## src/rtl/murmur64a_hash_defines.svh

```systemverilog
// ----------------------------------------------------------------------------
// murmur64a_hash_defines.svh
// Assertion macros shared by the hash block. They expand to nothing in
// synthesis builds.
// ----------------------------------------------------------------------------
`ifndef MURMUR64A_HASH_DEFINES_SVH
`define MURMUR64A_HASH_DEFINES_SVH

`ifndef SYNTHESIS
// Checked property with a reset qualifier.
`define MM64A_ASSERT(label, clk, rstn, prop, msg) \
    label: assert property (@(posedge clk) disable iff (!(rstn)) (prop)) \
        else $error(msg);
// Checked property that also holds during reset.
`define MM64A_ASSERT_ALWAYS(label, clk, prop, msg) \
    label: assert property (@(posedge clk) (prop)) else $error(msg);
`else
`define MM64A_ASSERT(label, clk, rstn, prop, msg)
`define MM64A_ASSERT_ALWAYS(label, clk, prop, msg)
`endif

`endif

```

## src/rtl/mm64a_pkg.sv

```systemverilog
// ----------------------------------------------------------------------------
// mm64a_pkg
// Types, constants and helper functions of the MurmurHash64A block.
// ----------------------------------------------------------------------------
package mm64a_pkg;

    // Mixing multiplier and its two halves.
    localparam logic [63:0] MIX_MUL    = 64'hc6a4a7935bd1e995;
    localparam logic [31:0] MIX_MUL_LO = MIX_MUL[31:0];
    localparam logic [31:0] MIX_MUL_HI = MIX_MUL[63:32];
    localparam int unsigned MIX_SHIFT  = 47;
    localparam logic [63:0] SEED_RESET = 64'd3339675888;
    localparam logic [3:0]  FULL_BYTES = 4'd8;

    // Per-beat control carried down the front pipeline.
    typedef struct packed {
        logic fold;
        logic full;
        logic first;
        logic last;
    } ctl_t;

    // One classified beat handed from the front to the back.
    typedef struct packed {
        logic [63:0] k;
        logic [63:0] len_m;
        logic        fold;
        logic        first;
        logic        last;
    } entry_t;

    typedef enum logic [2:0] {
        B_IDLE,
        B_MUL_A,
        B_MUL_B,
        B_FIN_S,
        B_FIN_A,
        B_FIN_B
    } back_state_t;

    // Xor of a word with itself shifted right by the mixing shift.
    function automatic logic [63:0] xorshift(input logic [63:0] v);
        return v ^ (v >> MIX_SHIFT);
    endfunction

endpackage

```

## src/rtl/mm64a_fifo.sv

```systemverilog
// ----------------------------------------------------------------------------
// mm64a_fifo
// Short queue of classified beats between the front and the back.
// ----------------------------------------------------------------------------
module mm64a_fifo #(
    parameter int DEPTH = 2
) (
    input  logic                aclk,
    input  logic                aresetn,
    input  logic                push,
    input  mm64a_pkg::entry_t   push_data,
    output logic                full,
    input  logic                pop,
    output mm64a_pkg::entry_t   pop_data,
    output logic                valid
);

    localparam int PTR_W = (DEPTH > 1) ? $clog2(DEPTH) : 1;
    localparam int CNT_W = $clog2(DEPTH + 1);
    localparam logic [PTR_W-1:0] LAST_PTR = PTR_W'(DEPTH - 1);

    mm64a_pkg::entry_t  mem_reg [DEPTH];
    logic [PTR_W-1:0]   wr_ptr_reg, wr_ptr_next;
    logic [PTR_W-1:0]   rd_ptr_reg, rd_ptr_next;
    logic [CNT_W-1:0]   count_reg, count_next;

    assign full     = (count_reg == CNT_W'(DEPTH));
    assign valid    = (count_reg != '0);
    assign pop_data = mem_reg[rd_ptr_reg];

    // Pointer and fill count update.
    always_comb begin
        wr_ptr_next = wr_ptr_reg;
        rd_ptr_next = rd_ptr_reg;
        count_next  = count_reg;
        if (push) begin
            wr_ptr_next = (wr_ptr_reg == LAST_PTR) ? '0 : wr_ptr_reg + 1'b1;
        end
        if (pop) begin
            rd_ptr_next = (rd_ptr_reg == LAST_PTR) ? '0 : rd_ptr_reg + 1'b1;
        end
        if (push && !pop) begin
            count_next = count_reg + 1'b1;
        end else if (pop && !push) begin
            count_next = count_reg - 1'b1;
        end
    end

    always_ff @(posedge aclk) begin
        if (!aresetn) begin
            wr_ptr_reg <= '0;
            rd_ptr_reg <= '0;
            count_reg  <= '0;
        end else begin
            wr_ptr_reg <= wr_ptr_next;
            rd_ptr_reg <= rd_ptr_next;
            count_reg  <= count_next;
        end
    end

    // Entry storage.
    always_ff @(posedge aclk) begin
        if (push) begin
            mem_reg[wr_ptr_reg] <= push_data;
        end
    end

endmodule

```

## config.mk

```make
export PLATFORM = sky130hd
export DESIGN_NAME = mm64a_fifo
export DESIGN_NICKNAME = d
export VERILOG_FILES = /design/src/rtl/murmur64a_hash_defines.svh /design/src/rtl/mm64a_pkg.sv /design/src/rtl/mm64a_fifo.sv
export SDC_FILE = /design/constraint.sdc
export NUM_CORES = 1
export LEC_CHECK = 0
export BUFFER_PORTS_ARGS = -buffer_cell sky130_fd_sc_hd__buf_2
export CORE_ASPECT_RATIO = 0.75
export CORE_MARGIN = 2
export CORE_UTILIZATION = 40
export DETAILED_ROUTE_END_ITERATION = 6
export MAX_ROUTING_LAYER = met4
export PLACE_DENSITY = 0.72
export SLEW_MARGIN = 20
export SYNTH_ARGS = -nofsm -noshare
export SYNTH_HDL_FRONTEND = slang
export SYNTH_SLANG_ARGS = --single-unit
```

## constraint.sdc

```tcl
create_clock -name aclk -period 7.5 [get_ports aclk]
set_input_delay 0.75 -clock aclk [delete_from_list [all_inputs] [get_ports aclk]]
set_output_delay 0.75 -clock aclk [all_outputs]
set_load 0.03 [all_outputs]
```

==> results.md <==
* Status: finished, final reports clean
* Gpl congestion at 0.754
* Final worst path period share at 49.7%
* Hold Startpoint: push_data[13]
* Post-synth top area share at 78.3%
* Area contributors post-synth: edfxtp_1, mux2_4, mux2_2
* Post-Place Worst Slack at 4.24 ns
* Slew HR at 30.5%
* Wire length per cell at 17.4 um
* R2R Setup Slk at 5.00 ns
* Total GRT Usage at 13.9%
* Fraction of layout cells with a size suffix above 1 at 60.3%
* Fin. Hold Viols at 0
* Fin crit period at 3.72 ns
* Via/cell ratio at 4.60
* Global-route wire length before repair at 27.9 mm
* Largest net degree at the start of global routing at 74
* Hold Buf Count CTS at 0
* Final Max Tran Viols at 0
* Area growth syn-to-layout at 24.8%
* CTS clk-pin slew, worst paths at 0.06 ns
* Setup tns final at 0 ns
* Unrepaired setup endpoints after global routing: false
* Starting density of the core at 40.5%
* PwrDens at 277 mW/mm^2
* Reg2Reg Capture Point: mem_reg[0][20]
* Post-CTS sizing at 0
* Most frequent cells in the layout: buf_2, edfxtp_1, mux2_4, mux2_2, clkbuf_16
* # IOs at 268
* Synth Instances at 430
* Mean Syn Cell Area at 23.4 um^2
* Least-Margin Pin Slew at 1.04 ns
* Clk_lat worst skew at 0.52 ns
* Peak Freq at 268 MHz
* Setup Buffers After CTS at 0
* Residual DRC count at 0
* CTS Buf Count at 27
* Worst Path Required at 6.75 ns
* Max clock buf depth at 3
* DIE AREA at 0.0264 mm^2
* Critical Path Source Type: flip-flop
* Row cnt at 50
* Die Wd at 187 um
* MaxCap Viol Count at 0
* DRT iter0 DRCs at 205
* Synth Warn # at 0
* CTS root buf: clkbuf_16
* CTS tree: yes
* Critical-path top delay cell: dfxtp_4
* Clock tree sinks at 267
* Setup ws final at 3.78 ns
* Worst Hold End: mem_reg[0][13]
* Global route overflow at 0
* Critical path peak fanout at 60
* Fin Hold WS at 0.415 ns
* Setup-failing EPs final at 0
* Initial antenna violation count at 3
* Max VDD drop at 198 uV
* CP endpoint kind: primary output
* DRT Wirelength at 18.8 mm
* WP data arrival at 2.97 ns
* Hold depth at 1
* #FFs+latches synth at 267
* First-pass DRT Iterations at 4
* Worst min path class: input port to flip-flop
* Leak at 4.87 nW
* Post-synth top area cell: edfxtp_1
* Die Ht at 141 um
* Htree depth at 1
* Commonest non-fill, non-tap cell in the layout: buf_2
* Worst reg2reg path depth at 3
* CORE AREA at 0.0248 mm^2
* Vias at 4951
* Number of global-route vias before repair at 4968
* ANT nets after route at 0
* Clk_skew at 0.0162 ns
* Reg2reg start: wr_ptr_reg
* Cell variety after synth at 18
* Crit-path cells: buf_4 -> mux2_2 -> buf_2
* Max reg flops at 262
* Synthesized Nets at 566
* Fin nets at 852
* Max incr delay on CP at 0.95 ns
* DP HPWL at 12.2 mm
* Sequential share of the synthesized area at 79.3%
* Synthesized area at 0.0100 mm^2
* I/O Buffers at 267
* Kind of critical path: flip-flop to primary output
-- power breakdown --
group	internal (mW)	leakage [nW]	switching, mW	total, mW
registers	1.73	2.50	0.0337	1.76
logic	0.186	1.97	0.281	0.467
clock network	0.723	0.402	0.522	1.25
-- layer usage --
layer	vias to the layer above	GRT usage, %	wire length, um
li1	2283	-	-
met1	2428	20.0	8940
met2	209	20.1	8200
met3	31	3.49	1220
met4	0	3.34	403
met5	-	-	0
-- critical path: cells and delay by family (launching register included) --
family	cells	cell delay [ns]
muxes	1	0.42
DFF	1	0.95
buffers and inverters	2	1.02
-- logic make-up (layout without fill, tap and decap cells) --
group / count (synthesis) / after routing / share of synthesized area [%]
AOI/OAI and AO/OA: 3 / 3 / 0.199
xor gates and xnor gates: 3 / 3 / 0.262
adders and majority gates: 1 / 1 / 0.125
buffers and inverters: 16 / 322 / 1.51
DFF: 267 / 267 / 79.3
muxes: 131 / 131 / 18.0
other: 0 / 3 / 0
and+or+nand+nor: 9 / 9 / 0.560
-- metrics by stage --
step / total power, mW / utilization [%] / area (um^2) / instances
3_5_place_dp: 2.26 / 47.1 / 11700 / 1025
6_report: 3.47 / 50.5 / 12500 / 1077
3_3_place_gp: 2.26 / 47.1 / 11700 / 1025
2_1_floorplan: 2.13 / - / 10000 / 430
4_1_cts: 3.52 / 50.5 / 12500 / 1074
5_1_grt: 3.61 / 50.5 / 12500 / 1077
-- final cells by class --
| cell class | instances | area [um^2] |
|---|---|---|
| diodes | 3 | 7.51 |
| fillers | 2045 | 12300 |
| clock inverters | 19 | 139 |
| repair buffers | 272 | 1370 |
| well taps | 338 | 423 |
| clock buffers | 30 | 687 |
| multi-input cells | 147 | 1940 |
| flip-flops and latches | 267 | 7970 |
| inverters | 1 | 3.75 |
-- synth_stat cells, drive strengths merged --
library cell	number
xor2	2
edfxtp	262
dfxtp	5
and2	4
buf	15
xnor2	1
o21ai	1
o21a	1
a21boi	1
ha	1
or2	1
or3	1
inv	1
nor2b	3
mux2	131
-- worst max-delay path by stage --
| stage | start | endpoint | slack, ns | depth (start not counted) |
|---|---|---|---|---|
| after floorplan | push | mem_reg[0][0] | 0.40 | 1 |
| after global placement | flip-flop | pop_data[0] | 4.28 | 3 |
| after detailed placement | flip-flop | pop_data[8] | 4.24 | 3 |
| after CTS | flip-flop | pop_data[11] | 3.67 | 3 |
| after global routing | flip-flop | pop_data[110] | 3.55 | 3 |
| final | flip-flop | pop_data[11] | 3.78 | 3 |
Power figures use the tool's default switching activity.
