==> src/rtl/murmur64a_hash_defines.svh <==
// ----------------------------------------------------------------------------
// murmur64a_hash_defines.svh
// Assertion macros shared by the hash block. They expand to nothing in
// synthesis builds.
// ----------------------------------------------------------------------------
`ifndef MURMUR64A_HASH_DEFINES_SVH
`define MURMUR64A_HASH_DEFINES_SVH

`ifndef SYNTHESIS
// Checked property with a reset qualifier.
`define MM64A_ASSERT(label, clk, rstn, prop, msg) \
    label: assert property (@(posedge clk) disable iff (!(rstn)) (prop)) \
        else $error(msg);
// Checked property that also holds during reset.
`define MM64A_ASSERT_ALWAYS(label, clk, prop, msg) \
    label: assert property (@(posedge clk) (prop)) else $error(msg);
`else
`define MM64A_ASSERT(label, clk, rstn, prop, msg)
`define MM64A_ASSERT_ALWAYS(label, clk, prop, msg)
`endif

`endif

==> src/rtl/mm64a_pkg.sv <==
// ----------------------------------------------------------------------------
// mm64a_pkg
// Types, constants and helper functions of the MurmurHash64A block.
// ----------------------------------------------------------------------------
package mm64a_pkg;

    // Mixing multiplier and its two halves.
    localparam logic [63:0] MIX_MUL    = 64'hc6a4a7935bd1e995;
    localparam logic [31:0] MIX_MUL_LO = MIX_MUL[31:0];
    localparam logic [31:0] MIX_MUL_HI = MIX_MUL[63:32];
    localparam int unsigned MIX_SHIFT  = 47;
    localparam logic [63:0] SEED_RESET = 64'd3339675888;
    localparam logic [3:0]  FULL_BYTES = 4'd8;

    // Per-beat control carried down the front pipeline.
    typedef struct packed {
        logic fold;
        logic full;
        logic first;
        logic last;
    } ctl_t;

    // One classified beat handed from the front to the back.
    typedef struct packed {
        logic [63:0] k;
        logic [63:0] len_m;
        logic        fold;
        logic        first;
        logic        last;
    } entry_t;

    typedef enum logic [2:0] {
        B_IDLE,
        B_MUL_A,
        B_MUL_B,
        B_FIN_S,
        B_FIN_A,
        B_FIN_B
    } back_state_t;

    // Xor of a word with itself shifted right by the mixing shift.
    function automatic logic [63:0] xorshift(input logic [63:0] v);
        return v ^ (v >> MIX_SHIFT);
    endfunction

endpackage

==> src/rtl/mm64a_mul.sv <==
// ----------------------------------------------------------------------------
// mm64a_mul
// Two-stage multiplier by the mixing constant, modulo 2^64. The first stage
// forms three 32x32 partial products, the second adds them.
// ----------------------------------------------------------------------------
module mm64a_mul (
    input  logic        aclk,
    input  logic        en,
    input  logic [63:0] a,
    output logic [63:0] p
);

    logic [63:0] ll_reg;
    logic [31:0] hl_reg;
    logic [31:0] lh_reg;
    logic [63:0] p_reg;

    // Partial products; only the low halves of the cross terms matter.
    always_ff @(posedge aclk) begin
        if (en) begin
            ll_reg <= 64'(a[31:0]) * 64'(mm64a_pkg::MIX_MUL_LO);
            hl_reg <= 32'(a[63:32] * mm64a_pkg::MIX_MUL_LO);
            lh_reg <= 32'(a[31:0] * mm64a_pkg::MIX_MUL_HI);
        end
    end

    // Final sum of the partial products.
    always_ff @(posedge aclk) begin
        if (en) begin
            p_reg <= ll_reg + {hl_reg + lh_reg, 32'd0};
        end
    end

    assign p = p_reg;

endmodule

==> src/rtl/mm64a_back.sv <==
// ----------------------------------------------------------------------------
// mm64a_back
// Folds queued beats into the running hash, finalizes it on the last beat of
// a message and holds the result in the output register.
// ----------------------------------------------------------------------------
`include "murmur64a_hash_defines.svh"

module mm64a_back (
    input  logic                aclk,
    input  logic                aresetn,
    input  logic                cfg_wr_en,
    input  logic [63:0]         cfg_wr_data,
    input  logic                q_valid,
    input  mm64a_pkg::entry_t   q_entry,
    output logic                q_pop,
    output logic                m_valid,
    input  logic                m_ready,
    output logic [63:0]         m_hash
);

    mm64a_pkg::back_state_t state_reg, state_next;
    logic [63:0]            seed_reg;
    logic [63:0]            running_reg, running_next;
    logic                   cur_last_reg, cur_last_next;
    logic                   out_valid_reg, out_valid_next;
    logic [63:0]            out_hash_reg, out_hash_next;

    logic [63:0]            mul_a;
    logic [63:0]            mul_p;
    logic [63:0]            cur_h;
    logic [63:0]            start_h;

    // The seed register takes writes at any time.
    always_ff @(posedge aclk) begin
        if (!aresetn) begin
            seed_reg <= mm64a_pkg::SEED_RESET;
        end else if (cfg_wr_en) begin
            seed_reg <= cfg_wr_data;
        end
    end

    // A product that just finished is the hash the next beat continues from.
    assign cur_h   = (state_reg == mm64a_pkg::B_MUL_B) ? mul_p : running_reg;
    assign start_h = q_entry.first ? (seed_reg ^ q_entry.len_m) : cur_h;

    // Next state, queue pop, multiplier operand and output register.
    always_comb begin
        state_next     = state_reg;
        running_next   = running_reg;
        cur_last_next  = cur_last_reg;
        out_valid_next = out_valid_reg && !m_ready;
        out_hash_next  = out_hash_reg;
        mul_a          = start_h ^ q_entry.k;
        q_pop          = 1'b0;
        unique case (state_reg) inside
            mm64a_pkg::B_IDLE, mm64a_pkg::B_MUL_B: begin
                if (state_reg == mm64a_pkg::B_MUL_B) begin
                    running_next = mul_p;
                    state_next   = cur_last_reg ? mm64a_pkg::B_FIN_S
                                                : mm64a_pkg::B_IDLE;
                end
                if (q_valid && !(state_reg == mm64a_pkg::B_MUL_B && cur_last_reg)) begin
                    q_pop         = 1'b1;
                    cur_last_next = q_entry.last;
                    if (q_entry.fold) begin
                        state_next = mm64a_pkg::B_MUL_A;
                    end else begin
                        running_next = start_h;
                        state_next   = q_entry.last ? mm64a_pkg::B_FIN_S
                                                    : mm64a_pkg::B_IDLE;
                    end
                end
            end
            mm64a_pkg::B_MUL_A: begin
                state_next = mm64a_pkg::B_MUL_B;
            end
            mm64a_pkg::B_FIN_S: begin
                mul_a = mm64a_pkg::xorshift(running_reg);
                if (!out_valid_reg) begin
                    state_next = mm64a_pkg::B_FIN_A;
                end
            end
            mm64a_pkg::B_FIN_A: begin
                state_next = mm64a_pkg::B_FIN_B;
            end
            mm64a_pkg::B_FIN_B: begin
                out_hash_next  = mm64a_pkg::xorshift(mul_p);
                out_valid_next = 1'b1;
                running_next   = '0;
                state_next     = mm64a_pkg::B_IDLE;
            end
            default: begin
                state_next = mm64a_pkg::B_IDLE;
            end
        endcase
    end

    always_ff @(posedge aclk) begin
        if (!aresetn) begin
            state_reg     <= mm64a_pkg::B_IDLE;
            running_reg   <= '0;
            cur_last_reg  <= 1'b0;
            out_valid_reg <= 1'b0;
        end else begin
            state_reg     <= state_next;
            running_reg   <= running_next;
            cur_last_reg  <= cur_last_next;
            out_valid_reg <= out_valid_next;
        end
    end

    always_ff @(posedge aclk) begin
        out_hash_reg <= out_hash_next;
    end

    // Shared multiplier for the fold and the finalization.
    mm64a_mul u_mul_hash (
        .aclk (aclk),
        .en   (1'b1),
        .a    (mul_a),
        .p    (mul_p)
    );

    assign m_valid = out_valid_reg;
    assign m_hash  = out_hash_reg;

    // A fold multiply in B_MUL_A always moves on to B_MUL_B.
    `MM64A_ASSERT(a_mul_timing, aclk, aresetn,
        (state_reg == mm64a_pkg::B_MUL_A) |=> (state_reg == mm64a_pkg::B_MUL_B),
        "fold multiply did not complete in order")
    // Finalization writes only into an empty output register.
    `MM64A_ASSERT(a_fin_free, aclk, aresetn,
        (state_reg == mm64a_pkg::B_FIN_B) |-> !out_valid_reg,
        "finalization overwrote a waiting result")
    // A new result always comes from the end of finalization, with a cleared hash.
    `MM64A_ASSERT(a_result_src, aclk, aresetn,
        $rose(out_valid_reg) |->
            ($past(state_reg == mm64a_pkg::B_FIN_B) && running_reg == 64'd0),
        "result appeared outside finalization")
    // The queue is popped only when the back can take a beat.
    `MM64A_ASSERT(a_pop_ok, aclk, aresetn,
        q_pop |-> (q_valid && (state_reg == mm64a_pkg::B_IDLE ||
            (state_reg == mm64a_pkg::B_MUL_B && !cur_last_reg))),
        "queue popped at a wrong time")

endmodule

==> config.mk <==
export PLATFORM = sky130hd
export DESIGN_NAME = mm64a_back
export DESIGN_NICKNAME = d
export VERILOG_FILES = /design/src/rtl/mm64a_pkg.sv /design/src/rtl/mm64a_mul.sv /design/src/rtl/mm64a_back.sv
export VERILOG_INCLUDE_DIRS = /design/src /design/src/rtl
export SDC_FILE = /design/constraint.sdc
export NUM_CORES = 2
export LEC_CHECK = 0
export BUFFER_PORTS_ARGS = -buffer_cell sky130_fd_sc_hd__buf_2
export CORE_ASPECT_RATIO = 2
export CORE_UTILIZATION = 40
export CTS_CLUSTER_DIAMETER = 80
export DETAILED_ROUTE_END_ITERATION = 10
export PLACE_DENSITY = 0.55
export SLEW_MARGIN = 20
export SYNTH_ARGS = -nofsm -noshare
export SYNTH_HDL_FRONTEND = slang
export SYNTH_SLANG_ARGS = --single-unit
==> constraint.sdc <==
create_clock -name aclk -period 10.4 [get_ports aclk]
set_input_delay 0.52 -clock aclk [delete_from_list [all_inputs] [get_ports aclk]]
set_output_delay 0.52 -clock aclk [all_outputs]
set_load 0.02 [all_outputs]
==> metrics.txt <==
# TYPE chip_impl_metric gauge
chip_impl_info{name="run_status",value="finished clean"} 1
chip_impl_metric{name="grt_pass1_wl",unit="um"} 299000
chip_impl_info{name="synth.largest_area_cell",value="sky130_fd_sc_hd__fa_1"} 1
chip_impl_metric{name="max_clock_freq",unit="MHz"} 100
chip_impl_metric{name="place_hpwl",unit="um"} 186000
chip_impl_info{name="clock-root-buffer",value="sky130_fd_sc_hd__clkbuf_16"} 1
chip_impl_metric{name="worst_ep_required_time",unit="ns"} 10.93
chip_impl_metric{name="post_cts_resized",unit=""} 0
chip_impl_metric{name="tightest_slew",unit="ns"} 1.14
chip_impl_metric{name="multi_input_comb_area",unit="um^2"} 39100
chip_impl_metric{name="ctsLongestPathBuffers",unit=""} 3
chip_impl_metric{name="finalWirelength",unit="um"} 209000
chip_impl_metric{name="cts-hold-fix-buffers",unit=""} 0
chip_impl_metric{name="synth-warning-count",unit=""} 0
chip_impl_metric{name="drtAntennaViolNets",unit=""} 0
chip_impl_info{name="timing.setup.critical_path_class",value="register to register"} 1
chip_impl_metric{name="maxSlewHeadroom",unit="%"} 24.0
chip_impl_metric{name="final_period_util",unit="%"} 95.9
chip_impl_metric{name="grt_remaining_overflow",unit=""} 0
chip_impl_metric{name="synth_area_in_simple_gates",unit="%"} 6.48
chip_impl_info{name="worst_setup_path_start_kind",value="register"} 1
chip_impl_metric{name="initialDrtViolationCount",unit=""} 1614
chip_impl_metric{name="vias",unit=""} 38500
chip_impl_info{name="cpMostUsedCell",value="sky130_fd_sc_hd__fa_1"} 1
chip_impl_metric{name="ys_ff_latch",unit=""} 387
chip_impl_metric{name="setup_violations",unit=""} 0
chip_impl_metric{name="timing.setup.tns",unit="ns"} 0
chip_impl_metric{name="yosys.area_share.adder",unit="%"} 49.5
chip_impl_metric{name="worst_setup_hold_path_clk_slew",unit="ns"} 0.07
chip_impl_metric{name="starting_density_of_the_core",unit="%"} 40.2
chip_impl_metric{name="synth_edf_count",unit=""} 64
chip_impl_metric{name="synth.distinct_cells",unit=""} 75
chip_impl_info{name="timing.critical_path.to_type",value="register"} 1
chip_impl_metric{name="port_buffers",unit=""} 265
chip_impl_metric{name="postSynthCellCount",unit=""} 5310
chip_impl_metric{name="grtUsageTotal",unit="%"} 32.2
chip_impl_metric{name="n_fill_cell",unit=""} 12900
chip_impl_info{name="hold_crit_class",value="input pin to register"} 1
chip_impl_info{name="synth_top_family_by_area",value="adder cells"} 1
chip_impl_metric{name="cts_post_setup_buffers_inserted",unit=""} 0
chip_impl_metric{name="clock_latency",unit="ns"} 0.66
chip_impl_info{name="cells_taking_the_most_area_after_synthesis",value="sky130_fd_sc_hd__fa_1 29%, sky130_fd_sc_hd__ha_1 21%, sky130_fd_sc_hd__dfxtp_1 12%, sky130_fd_sc_hd__inv_1 9.3%, sky130_fd_sc_hd__xnor2_1 5.0%"} 1
chip_impl_metric{name="average_wire_per_cell_in_the_routed_design",unit="um"} 28.0
chip_impl_metric{name="cp_data_arrival_time",unit="ns"} 10.51
chip_impl_metric{name="async_reset_ff_share",unit="%"} 0
chip_impl_metric{name="seqCellArea",unit="um^2"} 8390
chip_impl_metric{name="post_synthesis_sequential_area_ratio",unit="%"} 15.9
chip_impl_metric{name="antenna_found_initial",unit=""} 15
chip_impl_metric{name="finalHoldViolations",unit=""} 0
chip_impl_metric{name="mappedNetlistNets",unit=""} 7138
chip_impl_metric{name="post_synth.cell_area_avg",unit="um^2"} 9.92
chip_impl_metric{name="placeableCoreArea",unit="um^2"} 131000
chip_impl_metric{name="synth_xor_area_share",unit="%"} 6.40
chip_impl_metric{name="synth_largest_type_area_fraction",unit="%"} 28.9
chip_impl_metric{name="post_synth_instance_area",unit="um^2"} 52700
chip_impl_metric{name="final_worst_clock_skew",unit="ns"} 0.0527
chip_impl_info{name="synthFlopType",value="sky130_fd_sc_hd__dfxtp_1"} 1
chip_impl_metric{name="critical_path_peak_fanout",unit=""} 23
chip_impl_metric{name="finalNetCount",unit=""} 7519
chip_impl_info{name="grt_setup_unrepaired",value="no"} 1
chip_impl_metric{name="design.portCount",unit=""} 266
chip_impl_info{name="tritoncts",value="yes"} 1
chip_impl_metric{name="grt_start_max_net_pins",unit=""} 106
chip_impl_metric{name="timing.final.max_slew_violations",unit=""} 0
chip_impl_metric{name="max_cap_check_violation_count",unit=""} 0
chip_impl_metric{name="routability_congestion_estimate",unit=""} 1.01
chip_impl_metric{name="placementRows",unit=""} 188
chip_impl_metric{name="yosys-mux-area-fraction",unit="%"} 3.73
chip_impl_metric{name="cts_sink_cnt",unit=""} 387
chip_impl_metric{name="syn_to_final_growth",unit="%"} 11.6
chip_impl_metric{name="final_period_minus_worst_setup_slack",unit="ns"} 9.98
chip_impl_metric{name="drt_pre_antenna_iters",unit=""} 7
chip_impl_metric{name="post_route_cells_drive_above_1_share",unit="%"} 9.71
chip_impl_metric{name="cts_made_buffers",unit=""} 42
chip_impl_metric{name="route.detailed.vias_per_inst",unit=""} 5.16
chip_impl_metric{name="die-height",unit="um"} 515
chip_impl_metric{name="critPathMaxStageDelay",unit="ns"} 0.64
chip_impl_metric{name="floorplan.die.width",unit="um"} 259
chip_impl_metric{name="htree_num_levels",unit=""} 2
chip_impl_metric{name="die_area",unit="um^2"} 133000
chip_impl_info{name="yosys.cell_count.top_type",value="sky130_fd_sc_hd__inv_1"} 1
chip_impl_info{name="netlist_top_cells_count",value="1299 x sky130_fd_sc_hd__inv_1, 867 x sky130_fd_sc_hd__ha_1, 761 x sky130_fd_sc_hd__fa_1, 323 x sky130_fd_sc_hd__dfxtp_1, 301 x sky130_fd_sc_hd__xnor2_1"} 1
chip_impl_metric{name="post-route-drc-count",unit=""} 0
chip_impl_metric{name="synth-compound-area-share",unit="%"} 7.94
chip_impl_info{name="slowest_stage",value="sky130_fd_sc_hd__fa_1"} 1
chip_impl_metric{name="first_global_vias",unit=""} 43500
-- stage by stage --
step           util [%]  hold WS, ns  setup WS (ns)  cells  area, um^2
2_1_floorplan         -        0.310           1.50   5310       52700
3_3_place_gp       43.6        0.311          0.308   7357       57200
3_5_place_dp       43.6        0.312          0.285   7357       57200
4_1_cts            44.8       0.0679          0.235   7435       58700
5_1_grt            44.9        0.104          0.198   7458       58800
6_report           44.9       0.0850          0.425   7462       58800
-- final timing paths --
check,startpoint,to,slack (ns),cells after the start
max,state_reg[1],u_mul_hash.ll_reg[61],0.42,33
min,cfg_wr_data[30],seed_reg[30],0.08,3
max reg2reg,state_reg[1],u_mul_hash.ll_reg[61],0.42,33
min reg2reg,u_mul_hash.ll_reg[1],u_mul_hash.p[1],0.29,0
-- critical path, delay by kind of cell (launching register included) --
| kind | cells | cell delay (ns) |
|---|---|---|
| xor gates and xnor gates | 2 | 0.32 |
| AOI/OAI and AO/OA | 8 | 2.13 |
| buffers and inverters | 9 | 1.36 |
| DFF | 1 | 0.45 |
| adders and majority gates | 9 | 4.55 |
| and+or+nand+nor | 3 | 0.60 |
| muxes | 2 | 0.38 |
-- cell usage in the layout, fill, tap and decap left out, types with 23 or more instances in the layout --
master | synthesis | final
sky130_fd_sc_hd__inv_1 | 1299 | 1299
sky130_fd_sc_hd__ha_1 | 867 | 867
sky130_fd_sc_hd__fa_1 | 761 | 761
sky130_fd_sc_hd__dfxtp_1 | 323 | 323
sky130_fd_sc_hd__xnor2_1 | 301 | 301
sky130_fd_sc_hd__buf_2 | 11 | 262
sky130_fd_sc_hd__mux2i_1 | 195 | 195
sky130_fd_sc_hd__nand2_1 | 184 | 183
sky130_fd_sc_hd__a21oi_1 | 179 | 173
sky130_fd_sc_hd__buf_4 | 4 | 159
sky130_fd_sc_hd__nor2_1 | 143 | 140
sky130_fd_sc_hd__nor2b_1 | 136 | 136
sky130_fd_sc_hd__o21ai_0 | 106 | 100
sky130_fd_sc_hd__xor2_1 | 84 | 84
sky130_fd_sc_hd__nand3_1 | 80 | 80
sky130_fd_sc_hd__a21o_1 | 65 | 65
sky130_fd_sc_hd__edfxtp_1 | 64 | 64
sky130_fd_sc_hd__o21a_1 | 50 | 50
sky130_fd_sc_hd__nor3_1 | 48 | 48
sky130_fd_sc_hd__a32oi_1 | 46 | 46
sky130_fd_sc_hd__clkbuf_16 | 0 | 43
sky130_fd_sc_hd__diode_2 | 0 | 27
sky130_fd_sc_hd__o21bai_1 | 23 | 23
-- final cells by class --
class / instances / area share [%]
tap: 1710 / 3.64
antenna: 27 / 0.115
inverter: 1299 / 8.29
clock inverter: 31 / 0.741
clock buffer: 47 / 1.89
sequential: 387 / 14.3
multi-input combinational: 3532 / 66.5
timing repair buffer: 429 / 4.53
-- cell families after synthesis --
| kind of cell | count (synthesis) |
|---|---|
| buf+inv | 1391 |
| flops | 387 |
| fa+ha+maj | 1629 |
| compound gates | 626 |
| xor+xnor | 385 |
| mux | 196 |
| simple gates | 696 |
-- per-layer routing --
| metal | share of wire (%) | GRT usage (%) | vias up | wire length, um |
|---|---|---|---|---|
| met5 | 0.026 | 0 | - | 54 |
| met4 | 13 | 34.4 | 8 | 27400 |
| met2 | 54 | 61.7 | 1034 | 114000 |
| li1 | - | - | 17700 | - |
| met3 | 3.1 | 3.37 | 664 | 6560 |
| met1 | 29 | 27.3 | 19100 | 61500 |
Power is left out: the tool's default activity adds up to more than one toggle a clock period on the data nets, which glitch-free logic cannot reach.
